File: src/rtl/sibd_pkg.sv
package sibd_pkg;

    localparam int POS_BITS = 24;

    localparam logic [1:0] MODE_START = 2'd0;
    localparam logic [1:0] MODE_IMAGE = 2'd1;
    localparam logic [1:0] MODE_RX    = 2'd2;
    localparam logic [1:0] MODE_TIMER = 2'd3;

    localparam logic [1:0] REG_IMAGE_LENGTH = 2'd0;
    localparam logic [1:0] REG_FIRST_WORDS  = 2'd1;

    localparam logic [4:0] P_IDLE  = 5'd0;
    localparam logic [4:0] P_PING  = 5'd1;
    localparam logic [4:0] P_DATA  = 5'd2;
    localparam logic [4:0] P_MID   = 5'd3;
    localparam logic [4:0] P_BLK   = 5'd4;
    localparam logic [4:0] P_HDRB  = 5'd5;
    localparam logic [4:0] P_THDR  = 5'd6;
    localparam logic [4:0] P_TLEN  = 5'd7;
    localparam logic [4:0] P_TCMD  = 5'd8;
    localparam logic [4:0] P_TSTAT = 5'd9;
    localparam logic [4:0] P_TDATA = 5'd10;
    localparam logic [4:0] P_TCSUM = 5'd11;
    localparam logic [4:0] P_TFOOT = 5'd12;
    localparam logic [4:0] P_DONE  = 5'd16;

    localparam logic [7:0]  ACK_BYTE   = 8'h2d;
    localparam logic [15:0] HDR_MAGIC  = 16'h1be4;
    localparam logic [15:0] FOOT_MAGIC = 16'he41b;
    localparam logic [15:0] STATUS_OK  = 16'h1000;

    localparam logic [1:0] TMO_NONE = 2'd0;
    localparam logic [1:0] TMO_100  = 2'd1;
    localparam logic [1:0] TMO_300  = 2'd2;
    localparam logic [1:0] TMO_1000 = 2'd3;

    localparam logic [3:0] ERR_OK     = 4'd0;
    localparam logic [3:0] ERR_PING   = 4'd1;
    localparam logic [3:0] ERR_MID    = 4'd2;
    localparam logic [3:0] ERR_BLK    = 4'd3;
    localparam logic [3:0] ERR_HDR    = 4'd4;
    localparam logic [3:0] ERR_LEN    = 4'd5;
    localparam logic [3:0] ERR_CMD    = 4'd6;
    localparam logic [3:0] ERR_STAT   = 4'd7;
    localparam logic [3:0] ERR_DATA   = 4'd8;
    localparam logic [3:0] ERR_CSUM   = 4'd9;
    localparam logic [3:0] ERR_FOOT   = 4'd10;
    localparam logic [3:0] ERR_STATUS = 4'd11;

    localparam int QDEPTH = 4;
    localparam int QBITS  = 2;

    // classified event handed from front to back
    typedef struct packed {
        logic [1:0] mode;
        logic [7:0] data_byte;
    } event_t;

    // one result item
    typedef struct packed {
        logic                tx_valid;
        logic [7:0]          tx_byte;
        logic                flush_rx;
        logic [1:0]          wait_for;
        logic [1:0]          timeout_code;
        logic [POS_BITS-1:0] progress;
        logic                done_res;
        logic [3:0]          error_code;
        logic                last;
    } result_t;

    function automatic logic [7:0] ping_byte(input logic [3:0] idx);
        logic [7:0] b;
        case (idx)
            4'd0: b = 8'he4;
            4'd1: b = 8'h1b;
            4'd5: b = 8'h01;
            4'd6: b = 8'h01;
            4'd8: b = 8'h1b;
            4'd9: b = 8'he4;
            default: b = 8'h00;
        endcase
        return b;
    endfunction

endpackage

File: src/rtl/sibd_front.sv
module sibd_front (
    input  logic                  clk,
    input  logic                  rst_n,
    input  logic                  push,
    output logic                  full,
    input  logic [1:0]            mode,
    input  logic [7:0]            data_byte,
    output logic                  ev_valid,
    output sibd_pkg::event_t      ev,
    input  logic                  ev_take
);
    import sibd_pkg::*;

    event_t q_reg [QDEPTH];
    logic [QBITS-1:0] wr_reg, rd_reg;
    logic [QBITS:0]   cnt_reg;
    logic             do_push;

    assign full     = (cnt_reg == (QBITS+1)'(QDEPTH));
    assign do_push  = push && !full;
    assign ev_valid = (cnt_reg != '0);
    assign ev       = q_reg[rd_reg];

    always_ff @(posedge clk)
    begin
        if (do_push)
        begin
            q_reg[wr_reg] <= '{mode: mode, data_byte: data_byte};
        end
    end

    always_ff @(posedge clk or negedge rst_n)
    begin
        if (!rst_n)
        begin
            wr_reg  <= '0;
            rd_reg  <= '0;
            cnt_reg <= '0;
        end
        else
        begin
            if (do_push)
            begin
                wr_reg <= wr_reg + 1'b1;
            end
            if (ev_take)
            begin
                rd_reg <= rd_reg + 1'b1;
            end
            cnt_reg <= cnt_reg + (QBITS+1)'(do_push) - (QBITS+1)'(ev_take);
        end
    end

    assert property (@(posedge clk) disable iff (!rst_n) ev_take |-> ev_valid)
        else $error("event taken from empty queue");
    assert property (@(posedge clk) disable iff (!rst_n) cnt_reg <= (QBITS+1)'(QDEPTH))
        else $error("event queue overflow");
    assert property (@(posedge clk) disable iff (!rst_n)
        (do_push && !ev_take) |=> cnt_reg == $past(cnt_reg) + 1'b1)
        else $error("event count lost a push");

endmodule

File: src/rtl/sibd_back.sv
module sibd_back (
    input  logic                      clk,
    input  logic                      rst_n,
    input  logic                      ev_valid,
    input  sibd_pkg::event_t          ev,
    output logic                      ev_take,
    input  logic [23:0]               image_length,
    input  logic [15:0]               first_block_words,
    output logic                      empty,
    input  logic                      pop,
    output sibd_pkg::result_t         res
);
    import sibd_pkg::*;

    localparam logic [POS_BITS-1:0] POS_MAX = '1;
    localparam logic [1:0] KIND_PING = 2'd1;
    localparam logic [1:0] KIND_FOOT = 2'd2;

    logic [4:0]          phase_reg, phase_next;
    logic [15:0]         sum_reg, sum_next;
    logic [16:0]         bcnt_reg, bcnt_next;
    logic [15:0]         bwords_reg, bwords_next;
    logic [POS_BITS-1:0] pos_reg, pos_next;
    logic [7:0]          lowb_reg, lowb_next;
    logic                half_reg, half_next;
    logic [2:0]          hidx_reg, hidx_next;
    logic [15:0]         tlen_reg, tlen_next;
    logic [14:0]         dleft_reg, dleft_next;
    logic [15:0]         stat_reg, stat_next;

    // ping replay / footer second item
    logic [3:0]          seq_reg, seq_next;
    logic                busy_reg, busy_next;
    logic [1:0]          kind_reg, kind_next;

    logic                out_v_reg, out_v_next;
    result_t             out_reg, out_next;

    logic                arm_flush;
    logic [1:0]          arm;
    logic                emit;
    logic                tx_v;
    logic [7:0]          tx_b;
    logic                is_last;
    logic [15:0]         word;
    logic                wvalid;
    logic [16:0]         bc1;
    logic [15:0]         dl_calc;
    logic                slot_free;

    assign slot_free = !out_v_reg || pop;
    assign empty     = !out_v_reg;
    assign res       = out_reg;

    function automatic logic [1:0] wanted(input logic [4:0] p);
        logic [1:0] w;
        if (p == P_IDLE || p >= P_DONE)
            w = 2'd0;
        else if (p == P_DATA || p == P_HDRB)
            w = 2'd1;
        else
            w = 2'd2;
        return w;
    endfunction

    always_comb
    begin
        phase_next  = phase_reg;
        sum_next    = sum_reg;
        bcnt_next   = bcnt_reg;
        bwords_next = bwords_reg;
        pos_next    = pos_reg;
        lowb_next   = lowb_reg;
        half_next   = half_reg;
        hidx_next   = hidx_reg;
        tlen_next   = tlen_reg;
        dleft_next  = dleft_reg;
        stat_next   = stat_reg;
        seq_next    = seq_reg;
        busy_next   = busy_reg;
        kind_next   = kind_reg;
        out_v_next  = out_v_reg && !pop;
        out_next    = out_reg;
        arm_flush   = 1'b0;
        arm         = TMO_NONE;
        emit        = 1'b0;
        tx_v        = 1'b0;
        tx_b        = 8'h00;
        is_last     = 1'b1;
        ev_take     = 1'b0;
        word        = {ev.data_byte, lowb_reg};
        wvalid      = (ev.mode == MODE_RX);
        bc1         = bcnt_reg + 17'd1;
        dl_calc     = (tlen_reg > 16'd2) ? ((tlen_reg - 16'd2) >> 1) : 16'd0;

        if (slot_free && busy_reg)
        begin
            emit = 1'b1;
            if (kind_reg == KIND_PING)
            begin
                // continue ping packet; final byte closes the event
                tx_v    = 1'b1;
                tx_b    = ping_byte(seq_reg);
                is_last = (seq_reg == 4'd9);
                arm     = is_last ? TMO_300 : TMO_NONE;
                seq_next = seq_reg + 4'd1;
                busy_next = !is_last;
            end
            else
            begin
                tx_v      = 1'b1;
                tx_b      = ACK_BYTE;
                phase_next = P_DONE + ((stat_reg != STATUS_OK) ? 5'(ERR_STATUS) : 5'(ERR_OK));
                busy_next = 1'b0;
            end
        end
        else if (slot_free && ev_valid)
        begin
            ev_take = 1'b1;
            emit    = 1'b1;
            if (ev.mode == MODE_START)
            begin
                sum_next    = '0;
                bcnt_next   = '0;
                pos_next    = '0;
                lowb_next   = '0;
                half_next   = 1'b0;
                hidx_next   = '0;
                tlen_next   = '0;
                dleft_next  = '0;
                stat_next   = '0;
                bwords_next = first_block_words;
                phase_next  = P_PING;
                tx_v        = 1'b1;
                tx_b        = ping_byte(4'd0);
                is_last     = 1'b0;
                seq_next    = 4'd1;
                busy_next   = 1'b1;
                kind_next   = KIND_PING;
            end
            else if (phase_reg == P_PING)
            begin
                if (ev.mode == MODE_RX && ev.data_byte == ACK_BYTE)
                begin
                    bcnt_next = '0;
                    if (bwords_reg == 16'd0)
                    begin
                        phase_next = P_BLK;
                        half_next  = 1'b0;
                        arm        = TMO_100;
                        arm_flush  = 1'b1;
                    end
                    else
                    begin
                        phase_next = P_DATA;
                    end
                end
                else if (ev.mode[1])
                begin
                    phase_next = P_DONE + 5'(ERR_PING);
                end
            end
            else if (ev.mode == MODE_IMAGE)
            begin
                if (phase_reg == P_DATA || phase_reg == P_HDRB)
                begin
                    tx_v = 1'b1;
                    tx_b = ev.data_byte;
                    if (pos_reg != POS_MAX)
                        pos_next = pos_reg + 1'b1;
                    sum_next = sum_reg + 16'(ev.data_byte);
                    if (phase_reg == P_DATA)
                    begin
                        bcnt_next = bc1;
                        if (bc1 >= {bwords_reg, 1'b0})
                        begin
                            phase_next = P_BLK;
                            half_next  = 1'b0;
                            arm        = TMO_100;
                            arm_flush  = 1'b1;
                        end
                        else if (bc1[7:0] == 8'd0)
                        begin
                            phase_next = P_MID;
                            half_next  = 1'b0;
                            arm        = TMO_100;
                            arm_flush  = 1'b1;
                        end
                    end
                    else
                    begin
                        if (hidx_reg == 3'd0)
                            bwords_next = {8'h00, ev.data_byte};
                        else if (hidx_reg == 3'd1)
                            bwords_next = {ev.data_byte, bwords_reg[7:0]};
                        hidx_next = hidx_reg + 3'd1;
                        if (hidx_reg == 3'd5)
                        begin
                            hidx_next = '0;
                            if (bwords_reg != 16'd0 && {8'h00, pos_next} <= {8'h00, image_length})
                            begin
                                bcnt_next = '0;
                                phase_next = P_DATA;
                            end
                            else
                            begin
                                phase_next = P_THDR;
                                half_next  = 1'b0;
                                arm        = TMO_1000;
                            end
                        end
                    end
                end
            end
            else if (phase_reg == P_IDLE || phase_reg >= P_DONE ||
                     phase_reg == P_DATA || phase_reg == P_HDRB)
            begin
                // unwanted event: one empty item
            end
            else if (ev.mode == MODE_RX && !half_reg)
            begin
                tx_v      = 1'b1;
                tx_b      = ACK_BYTE;
                lowb_next = ev.data_byte;
                half_next = 1'b1;
                arm       = (phase_reg == P_THDR) ? TMO_1000 : TMO_100;
            end
            else
            begin
                if (wvalid)
                begin
                    tx_v      = 1'b1;
                    tx_b      = ACK_BYTE;
                    half_next = 1'b0;
                end
                case (phase_reg)
                    P_MID:
                    begin
                        if (!wvalid) phase_next = P_DONE + 5'(ERR_MID);
                        else begin sum_next = word; phase_next = P_DATA; end
                    end
                    P_BLK:
                    begin
                        if (!wvalid || word != sum_reg) phase_next = P_DONE + 5'(ERR_BLK);
                        else begin phase_next = P_HDRB; hidx_next = '0; end
                    end
                    P_THDR:
                    begin
                        if (!wvalid || word != HDR_MAGIC) phase_next = P_DONE + 5'(ERR_HDR);
                        else begin phase_next = P_TLEN; half_next = 1'b0; arm = TMO_100; end
                    end
                    P_TLEN:
                    begin
                        if (!wvalid) phase_next = P_DONE + 5'(ERR_LEN);
                        else
                        begin
                            tlen_next = word; phase_next = P_TCMD;
                            half_next = 1'b0; arm = TMO_100;
                        end
                    end
                    P_TCMD:
                    begin
                        if (!wvalid) phase_next = P_DONE + 5'(ERR_CMD);
                        else begin phase_next = P_TSTAT; half_next = 1'b0; arm = TMO_100; end
                    end
                    P_TSTAT:
                    begin
                        if (!wvalid) phase_next = P_DONE + 5'(ERR_STAT);
                        else
                        begin
                            stat_next  = word;
                            dleft_next = dl_calc[14:0];
                            phase_next = (dl_calc[14:0] != 15'd0) ? P_TDATA : P_TCSUM;
                            half_next  = 1'b0;
                            arm        = TMO_100;
                        end
                    end
                    P_TDATA:
                    begin
                        if (!wvalid) phase_next = P_DONE + 5'(ERR_DATA);
                        else
                        begin
                            dleft_next = dleft_reg - 15'd1;
                            phase_next = (dleft_reg != 15'd1) ? P_TDATA : P_TCSUM;
                            half_next  = 1'b0;
                            arm        = TMO_100;
                        end
                    end
                    P_TCSUM:
                    begin
                        if (!wvalid) phase_next = P_DONE + 5'(ERR_CSUM);
                        else begin phase_next = P_TFOOT; half_next = 1'b0; arm = TMO_100; end
                    end
                    P_TFOOT:
                    begin
                        if (!wvalid || word != FOOT_MAGIC) phase_next = P_DONE + 5'(ERR_FOOT);
                        else
                        begin
                            // footer good: second ack follows as a separate item
                            is_last   = 1'b0;
                            busy_next = 1'b1;
                            kind_next = KIND_FOOT;
                        end
                    end
                    default:
                    begin
                    end
                endcase
            end
        end

        if (emit)
        begin
            out_v_next            = 1'b1;
            out_next.tx_valid     = tx_v;
            out_next.tx_byte      = tx_b;
            out_next.progress     = pos_next;
            out_next.last         = is_last;
            out_next.flush_rx     = is_last ? arm_flush : 1'b0;
            out_next.wait_for     = is_last ? wanted(phase_next) : 2'd0;
            out_next.timeout_code = is_last ? arm : TMO_NONE;
            out_next.done_res     = is_last && (phase_next >= P_DONE);
            out_next.error_code   = (is_last && phase_next >= P_DONE) ?
                                    phase_next[3:0] : ERR_OK;
        end
    end

    always_ff @(posedge clk)
    begin
        out_reg    <= out_next;
        sum_reg    <= sum_next;
        bcnt_reg   <= bcnt_next;
        bwords_reg <= bwords_next;
        lowb_reg   <= lowb_next;
        hidx_reg   <= hidx_next;
        tlen_reg   <= tlen_next;
        dleft_reg  <= dleft_next;
        stat_reg   <= stat_next;
        seq_reg    <= seq_next;
        kind_reg   <= kind_next;
    end

    always_ff @(posedge clk or negedge rst_n)
    begin
        if (!rst_n)
        begin
            phase_reg <= P_IDLE;
            half_reg  <= 1'b0;
            busy_reg  <= 1'b0;
            out_v_reg <= 1'b0;
            pos_reg   <= '0;
        end
        else
        begin
            phase_reg <= phase_next;
            half_reg  <= half_next;
            busy_reg  <= busy_next;
            out_v_reg <= out_v_next;
            pos_reg   <= pos_next;
        end
    end

    assert property (@(posedge clk) disable iff (!rst_n) busy_reg |-> !ev_take)
        else $error("event taken during multi-item burst");
    assert property (@(posedge clk) disable iff (!rst_n)
        (out_v_reg && !pop) |=> $stable(out_reg))
        else $error("held result changed");
    assert property (@(posedge clk) disable iff (!rst_n)
        (out_v_reg && out_reg.done_res) |-> out_reg.last)
        else $error("done on non-final item");

endmodule

File: src/rtl/serial_image_block_download_core.sv
// Serial image block download, host side of a bootloader transfer.
// Input channel (push/full): one event per item, mode selects start, next
// image byte, received serial byte or timer expiry; data_byte carries the byte.
// Result channel (empty/pop): each event yields one or more result items; the
// final one has last set and carries wait_for, timeout_code, flush_rx and the
// done/error status. A start yields ten items (the ping), a good footer two.
// Configuration (cfg_we/cfg_index/cfg_data): the user must write image_length
// and first_block_words only while the block is idle; the block does not check.
// Timing: an accepted event waits in the event queue until the sequencer takes
// it and registers its first result; each further item of the same event is
// registered once the previous item is popped. A 4-entry event queue feeds the
// single result register of the sequencer; one item per cycle leaves when pop
// stays high.
// Reset clears the queue, the phase (idle) and the result valid flag;
// image_length resets to 0 and first_block_words to 11.
// When the receiver stalls, the result register holds and the event queue
// fills; full rises once four events wait.
module serial_image_block_download_core (
    input  logic                          clk,
    input  logic                          rst_n,
    input  logic                          push,
    output logic                          full,
    input  logic [1:0]                    mode,
    input  logic [7:0]                    data_byte,
    output logic                          empty,
    input  logic                          pop,
    output logic                          tx_valid,
    output logic [7:0]                    tx_byte,
    output logic                          flush_rx,
    output logic [1:0]                    wait_for,
    output logic [1:0]                    timeout_code,
    output logic [sibd_pkg::POS_BITS-1:0] progress,
    output logic                          done_res,
    output logic [3:0]                    error_code,
    output logic                          last,
    input  logic                          cfg_we,
    input  logic [1:0]                    cfg_index,
    input  logic [23:0]                   cfg_data
);
    import sibd_pkg::*;

    logic [23:0] image_length_reg;
    logic [15:0] first_words_reg;
    logic        ev_valid;
    logic        ev_take;
    event_t      ev;
    result_t     res;

    // hold configuration; only the two listed indexes take effect
    always_ff @(posedge clk or negedge rst_n)
    begin
        if (!rst_n)
        begin
            image_length_reg <= '0;
            first_words_reg  <= 16'd11;
        end
        else if (cfg_we)
        begin
            case (cfg_index)
                REG_IMAGE_LENGTH: image_length_reg <= cfg_data;
                REG_FIRST_WORDS:  first_words_reg  <= cfg_data[15:0];
                default:
                begin
                end
            endcase
        end
    end

    sibd_front u_front (
        .clk       (clk),
        .rst_n     (rst_n),
        .push      (push),
        .full      (full),
        .mode      (mode),
        .data_byte (data_byte),
        .ev_valid  (ev_valid),
        .ev        (ev),
        .ev_take   (ev_take)
    );

    sibd_back u_back (
        .clk               (clk),
        .rst_n             (rst_n),
        .ev_valid          (ev_valid),
        .ev                (ev),
        .ev_take           (ev_take),
        .image_length      (image_length_reg),
        .first_block_words (first_words_reg),
        .empty             (empty),
        .pop               (pop),
        .res               (res)
    );

    assign tx_valid     = res.tx_valid;
    assign tx_byte      = res.tx_byte;
    assign flush_rx     = res.flush_rx;
    assign wait_for     = res.wait_for;
    assign timeout_code = res.timeout_code;
    assign progress     = res.progress;
    assign done_res     = res.done_res;
    assign error_code   = res.error_code;
    assign last         = res.last;

endmodule
File: config.mk
export PLATFORM = sky130hd
export DESIGN_NAME = serial_image_block_download_core
export DESIGN_NICKNAME = d
export VERILOG_FILES = /design/src/rtl/sibd_pkg.sv /design/src/rtl/sibd_front.sv /design/src/rtl/sibd_back.sv /design/src/rtl/serial_image_block_download_core.sv
export SDC_FILE = /design/constraint.sdc
export NUM_CORES = 1
export LEC_CHECK = 0
export BUFFER_PORTS_ARGS = -buffer_cell sky130_fd_sc_hd__buf_2
export CORE_MARGIN = 1
export CORE_UTILIZATION = 56
export DETAILED_ROUTE_END_ITERATION = 12
export PLACE_DENSITY = 0.83
export SYNTH_ARGS = -nofsm -noshare
export SYNTH_HDL_FRONTEND = slang
export SYNTH_SLANG_ARGS = --single-unit
export TNS_END_PERCENT = 1
File: constraint.sdc
create_clock -name clk -period 4.9 [get_ports clk]
set_input_delay 0.98 -clock clk [delete_from_list [all_inputs] [get_ports clk]]
set_output_delay 0.98 -clock clk [all_outputs]
set_load 0.02 [all_outputs]
Word-level counts from Yosys, hierarchy flattened
Memory sizes are Yosys's and may differ from the RTL's.
Cells that the tools add are included.
{"block": "word_totals", "regBits": 236, "latch_bits": 0, "ramBits": 40, "mem_bits_ro": 0, "in_bits": 41, "mem_count": 1}
{"name": "u_front.q_reg", "words": 4, "width": 10, "read_ports": 1, "rd_ports_with_merged_regs": 0, "wr": 1, "line_no": "sibd_front.sv:14", "source": "event_t q_reg [QDEPTH];"}
{"block": "op_classes", "n_addsub": 12, "n_mul": 0, "div_mod_pow": 0, "magnitude_cmp": 5, "n_eq_ne": 59, "shifts": 0, "n_mux": 197, "bitwise": 3, "n_reduce_logical": 76}
{"operator": "$mux 16", "n": 24}
{"operator": "$mux 24", "n": 13}
{"operator": "$mux 5", "n": 24}
{"operator": "$mux 17", "n": 7}
{"operator": "$mux 15", "n": 7}
{"operator": "$mux 8", "n": 13}
{"operator": "$mux 1", "n": 64}
{"operator": "$mux 2", "n": 23}
{"operator": "$pmux 5 s9", "n": 1}
{"operator": "$mux 3", "n": 11}
{"operator": "$ne 16x13->1 const B", "n": 2}
{"operator": "$reduce_and 8->1", "n": 4}
{"operator": "$ne 3x1->1 const B", "n": 10}
{"operator": "$pmux 15 s2", "n": 1}
{"operator": "$reduce_and 7->1", "n": 4}
{"operator": "$reduce_and 9->1", "n": 3}
{"operator": "$reduce_bool 3->1", "n": 9}
{"operator": "$eq 5x3->1 const B", "n": 5}
{"operator": "$eq 5x4->1 const B", "n": 5}
{"operator": "$add 24x1->24 const B", "n": 1}
{"operator": "$le 24x24->1", "n": 1}
{"operator": "$ne 24x24->1 const B", "n": 1}
{"operator": "$pmux 8 s3", "n": 1}
{"operator": "$mux 4", "n": 5}
{"operator": "56 further kinds", "n": 113}

Depth between registers and ports, before layout
{"block": "logic_depth", "ltp_word": 22, "ltp_mapped": 19}

By module
A second synthesis with hierarchy kept.
{"block": "hier_totals", "cells_unflattened": 1372, "hier_area_um2": 15245.9}
{"mod": "sibd_back", "instances": 1, "cells_each": 1196, "area_per_inst_um2": 11820.1, "seq_area_each_um2": 5515.3}
{"mod": "sibd_front", "instances": 1, "cells_each": 91, "area_per_inst_um2": 1904.3, "seq_area_each_um2": 1376.3}
{"mod": "serial_image_block_download_core", "instances": 1, "cells_each": 85, "area_per_inst_um2": 1521.5, "seq_area_each_um2": 1004.7}

Least setup slack after synthesis
Ideal clock, no wire load.
{"block": "synth_path", "path_type": "reg-to-reg", "from": "register u_back.pos_reg[9]", "to": "register u_back.bcnt_reg[0], enable pin", "setup_ps": 401, "arrival_time_ps": 4446, "required_time_ps": 4499, "path_slack_ps": 52, "stages_incl_launch_ff": 17, "synth_period_minus_slack_ps": 4848, "cell_sequence": "dfrtp_1 clkbuf_1 and4_1 nand4_1 nor3_1 nor3_1 and4_1 and3_1 xor2_1 ha_1 nand4_1 nor4_1 nand3_1 o21ai_0 nor2b_1 o21ai_0 a31oi_1"}
{"block": "synth_via", "elab_chain_cells": 12, "word_cells_on_any_way": 13, "cone_classes": "add/sub (1); order compare (1); eq/ne (1); mux (7); reduce/logical (3)"}
{"element": "from (decl)", "line_no": "sibd_back.sv:23", "source": "logic [POS_BITS-1:0] pos_reg, pos_next;"}
{"element": "from (signal assigned)", "line_no": "sibd_back.sv:359", "source": "pos_reg <= pos_next;"}
{"element": "$add 24x1->24 / $ne 24x24->1 (equally long branches)", "line_no": "sibd_back.sv:170, sibd_back.sv:169"}
{"element": "$mux 24 *", "line_no": "sibd_back.sv:169", "source": "if (pos_reg != POS_MAX)"}
{"element": "$mux 24 *", "line_no": "sibd_back.sv:165", "source": "if (phase_reg == P_DATA || phase_reg == P_HDRB)"}
{"element": "$mux 24 *", "line_no": "sibd_back.sv:163", "source": "else if (ev.mode == MODE_IMAGE)"}
{"element": "$mux 24 *", "line_no": "sibd_back.sv:141", "source": "else if (phase_reg == P_PING)"}
{"element": "$mux 24 *", "line_no": "sibd_back.sv:121", "source": "if (ev.mode == MODE_START)"}
{"element": "$mux 24 *", "line_no": "sibd_back.sv:117", "source": "else if (slot_free && ev_valid)"}
{"element": "$mux 24 *", "line_no": "sibd_back.sv:96", "source": "if (slot_free && busy_reg)"}
{"element": "$le 24x24->1 *", "line_no": "sibd_back.sv:200", "source": "if (bwords_reg != 16'd0 && {8'h00, pos_next} <= {8'h00, image_length})"}
{"element": "$logic_and 1x1->1 *", "line_no": "sibd_back.sv:200"}
{"element": "$reduce_bool 4->1 (no source line) *"}
{"element": "$reduce_and 7->1 (no source line) *"}
{"element": "to (signal assigned)", "line_no": "sibd_back.sv:332", "source": "bcnt_reg <= bcnt_next;"}
{"element": "to (decl)", "line_no": "sibd_back.sv:21", "source": "logic [16:0] bcnt_reg, bcnt_next;"}
Mark *: on every way between the ends. The rest lies on a longest branch, timed or not. The select of a mux whose other input is x is not followed.
A chain may end at the register's enable or synchronous reset.

Worst setup path in the final report
{"block": "layout_path", "from": "register u_back.pos_reg[10]", "to": "register u_back.bcnt_reg[1], enable pin"}
Same word-level chain as after synthesis.

==> parameters.txt <==
Parameter                              Value

STA
  Worst setup skew after layout ... 0.0153 ns
  Worst hold slack ... 0.512 ns
  Final clock period utilization by the worst path ... 95.4%
  Timing-limited maximum frequency ... approximately 210 MHz
  Total of endpoints with negative setup slack in the final report ... 0
  Number of max-slew violations in the final report ... 0
  RSZ-0062 raised after global routing ... false
  Count of final hold-check violations ... 0
  Sum of negative setup slack ... 0 ns
  Final critical-path required period ... 4.68 ns
  Slew at the pin closest to its max-slew limit ... 1.10 ns
  Worst rel slew slack ... 26.2%

Cells and area
  Number of nets in the layout ... 1598
  Leading cell type in the layout, fill and taps excluded ... edfxtp_1
  Top library cells by usage in the layout, fill and taps aside ... edfxtp_1 (197), nand2_1 (154), o21ai_0 (107)
  Number of filler cells placed in the layout ... 1936
  Fraction of final layout cells with drive strength greater than 1 ... 13.8%
  Flip-flop count of the largest register, all copies and words added ... 44
  Cell area after layout ... around 0.017 mm^2
  Filler-free cell count of the finished design ... between 1500 and 2000
  Syn-to-layout area delta ... 11.9%

Placement
  Total placed cells including tap cells ... 1792
  Count of buffers inserted at the top-level ports ... 86
  Global placement routability congestion ... between 0.9 and 1
  Total half-perimeter wirelength after legalization and detailed placement ... roughly 25 mm
  DP Area ... between 0.015 and 0.02 mm^2

Flow run
  Reported max-cap violation count ... 0

Synthesis
  Net Count, Synth ... ~1500
  Number of enable-type register cells in the synthesized netlist ... 197
  Post-Syn Instances ... 1407
  Average footprint of a synthesized cell ... 10.7 um^2
  Netlist area before placement ... approximately 0.015 mm^2
  Count of distinct cell types in the synthesized netlist ... 82
  Post-synth ARST share ... 28.6%
  Synth Warn # ... 0
  Post-synthesis register bit count ... between 200 and 300
  Most used flip-flop cell after synthesis ... edfxtp_1
  Register area share after synthesis ... 52.6%

Floorplan
  Chip Height ... 166 um
  Placeable core region ... 0.0262 mm^2
  Number of standard-cell rows in the floorplan ... 59
  Die outline width ... ~170 um
  # IOs ... 87
  Die footprint ... 0.0275 mm^2
  Starting density of the core ... 57.3%

Setup path
  Type of the setup path with the least slack ... reg2reg
  Setup slack of the worst register-to-register path ... 0.22 ns
  R2r startpoint ... u_back.pos_reg[10]
  Type of element capturing the critical path ... register
  Sort of element at the start of the critical path ... register
  Critical Path AT ... 4.90 ns
  Critical register-to-register path endpoint ... u_back.bcnt_reg[1]
  Capturing element of the worst setup path ... u_back.bcnt_reg[1]
  Startpoint of the most critical setup path ... u_back.pos_reg[10]
  Worst path required time ... 5.13 ns
  CP max FO ... 17
  Path depth of the worst reg2reg path ... 18

Routing
  Average vias per placed instance ... 6.12
  First DRT Iteration DRCs ... ~1100
  First-pass DRT Iterations ... 10
  Routed wirelength normalized by instance count ... 19.2 um
  Detailed-route wire length ... 35.5 mm
  Remaining design rule violation count ... 8
  Antenna-violating nets left ... 0
  Via count ... about 11000

Clock tree
  Number of sinks driven by the clock tree ... 276
  Clock-pin slew on the worst setup and hold paths ... 0.07 ns
  Total number of H-tree levels ... 1
  Maximum buffer depth of the clock tree ... 3
  Hold_buf cts ... 0
  CTS Root Buffer Type ... clkbuf_16
  Clock tree from TritonCTS ... done
  Number of CTS-inserted buffers ... 28
  Clk Latency, worst-skew pair ... 0.55 ns

GRT
  Antenna violations before repair ... 0
  Number of global-route vias before repair ... around 11000
  Pin count of the biggest net entering global routing ... 80
  Global-route wire length before repair ... approximately 58 mm
  Overall track demand over capacity in global routing ... 26.1%
  Overflow left after global routing ... 0

Power
  Worst supply voltage drop on vdd ... 368 uV
  Leakage dissipation ... 6.78 nW
  Power density over cell area ... 577 mW/mm^2
  Final Power ... 9.69 mW

Hold path
  Worst hold path type ... reg2reg

Status
  Violated checks ... design-rule violations
  Run status ... finished, violations left
[worst min path at each step]
| stage | to | startpoint | depth (start not counted) |
|---|---|---|---|
| global route | first_words_reg[7] | first_words_reg[7] | 1 |
| global placement | first_words_reg[14] | first_words_reg[14] | 1 |
| floorplan | u_front.cnt_reg[2] | u_front.cnt_reg[2] | 1 |
| detailed placement | first_words_reg[6] | first_words_reg[6] | 1 |
| CTS | first_words_reg[13] | first_words_reg[13] | 1 |
| finish | first_words_reg[14] | first_words_reg[14] | 1 |
[per-layer routing]
metal,wire (um),up-vias,track usage [%]
met3,2800,80,4.65
met5,0,-,0
met1,15000,5424,35.3
met4,1010,0,9.14
met2,16700,487,42.5
li1,-,5303,-
[per-stage QoR]
| step | util, % | worst slack [ns] |
|---|---|---|
| 2_1_floorplan | - | 0.0524 |
| 3_3_place_gp | 60.2 | 0.281 |
| 3_5_place_dp | 60.2 | 0.0723 |
| 4_1_cts | 64.0 | 0.0624 |
| 5_1_grt | 64.1 | 0.0141 |
| 6_report | 64.1 | 0.223 |
[report_power, final]
part / internal, mW / switching, mW
Sequential: 3.34 / 0.427
Clock: 1.34 / 0.938
Combinational: 1.26 / 2.39
[cell families (layout without fill, tap and decap cells)]
family / Yosys count / after routing / synth area share, %
buffers and inverters: 138 / 241 / 3.78
XOR/XNOR: 91 / 91 / 5.31
AND/OR/NAND/NOR: 515 / 515 / 17.4
adder cells (fa/ha/maj): 69 / 69 / 5.85
AO/OA/AOI/OAI: 285 / 285 / 11.8
multiplexers: 33 / 33 / 3.28
flip-flops: 276 / 276 / 52.6
other: 0 / 1 / 0
[worst max-delay path, stage by stage, from the launching register on]
cell and delay, ns:
dfrtp_1 0.44, and4_2 0.31, nand4_1 0.17, o311a_1 0.44
and2_2 0.30, nand3_2 0.15, nor2_1 0.11, xor2_1 0.16
ha_1 0.30, nand4_1 0.22, nor2_1 0.08, a22oi_1 0.17
nand4_1 0.10, o21ai_0 0.49, buf_4 0.22, nor2b_1 0.11
o21ai_0 0.07, a31oi_1 0.22, buf_4 0.28
[Yosys cell counts (all sizes together) (9+ instances only)]
cell	number	share of area, %
mux4	10	1.6
nor2b	28	1.2
mux2	20	1.5
a22oi	9	0.45
xnor2	48	2.8
nand2b	13	0.54
nand3	51	1.7
nor4	23	1.0
edfxtp	197	39
ha	67	5.6
nand2	155	3.9
nor2	100	2.5
nand4	24	1.0
clkbuf	44	1.1
o21ai	110	3.7
dfrtp	76	13
nor3	27	0.90
and3	34	1.4
buf	14	0.67
inv	77	1.9
xor2	43	2.5
and2	15	0.63
a21o	11	0.55
a21oi	61	2.0
o31ai	19	0.95
[final cells by class]
cell class / instances / area [um^2] / area share, %
sequential: 276 / 7900 / 47.0
antenna: 1 / 2.50 / 0.0149
clock buffer: 34 / 776 / 4.62
multi-input combinational: 993 / 6590 / 39.2
timing repair buffer: 109 / 606 / 3.60
inverter: 80 / 302 / 1.79
tap: 335 / 419 / 2.49
clock inverter: 18 / 211 / 1.26
[what timing repair did]
action / in CTS / in global routing
setup endpoints to repair: 1 / 20
resized for setup: 1 / 7
setup buffers: 0 / 1
pin swaps: 0 / 3
Note: power is estimated with default switching activity, not from simulation.
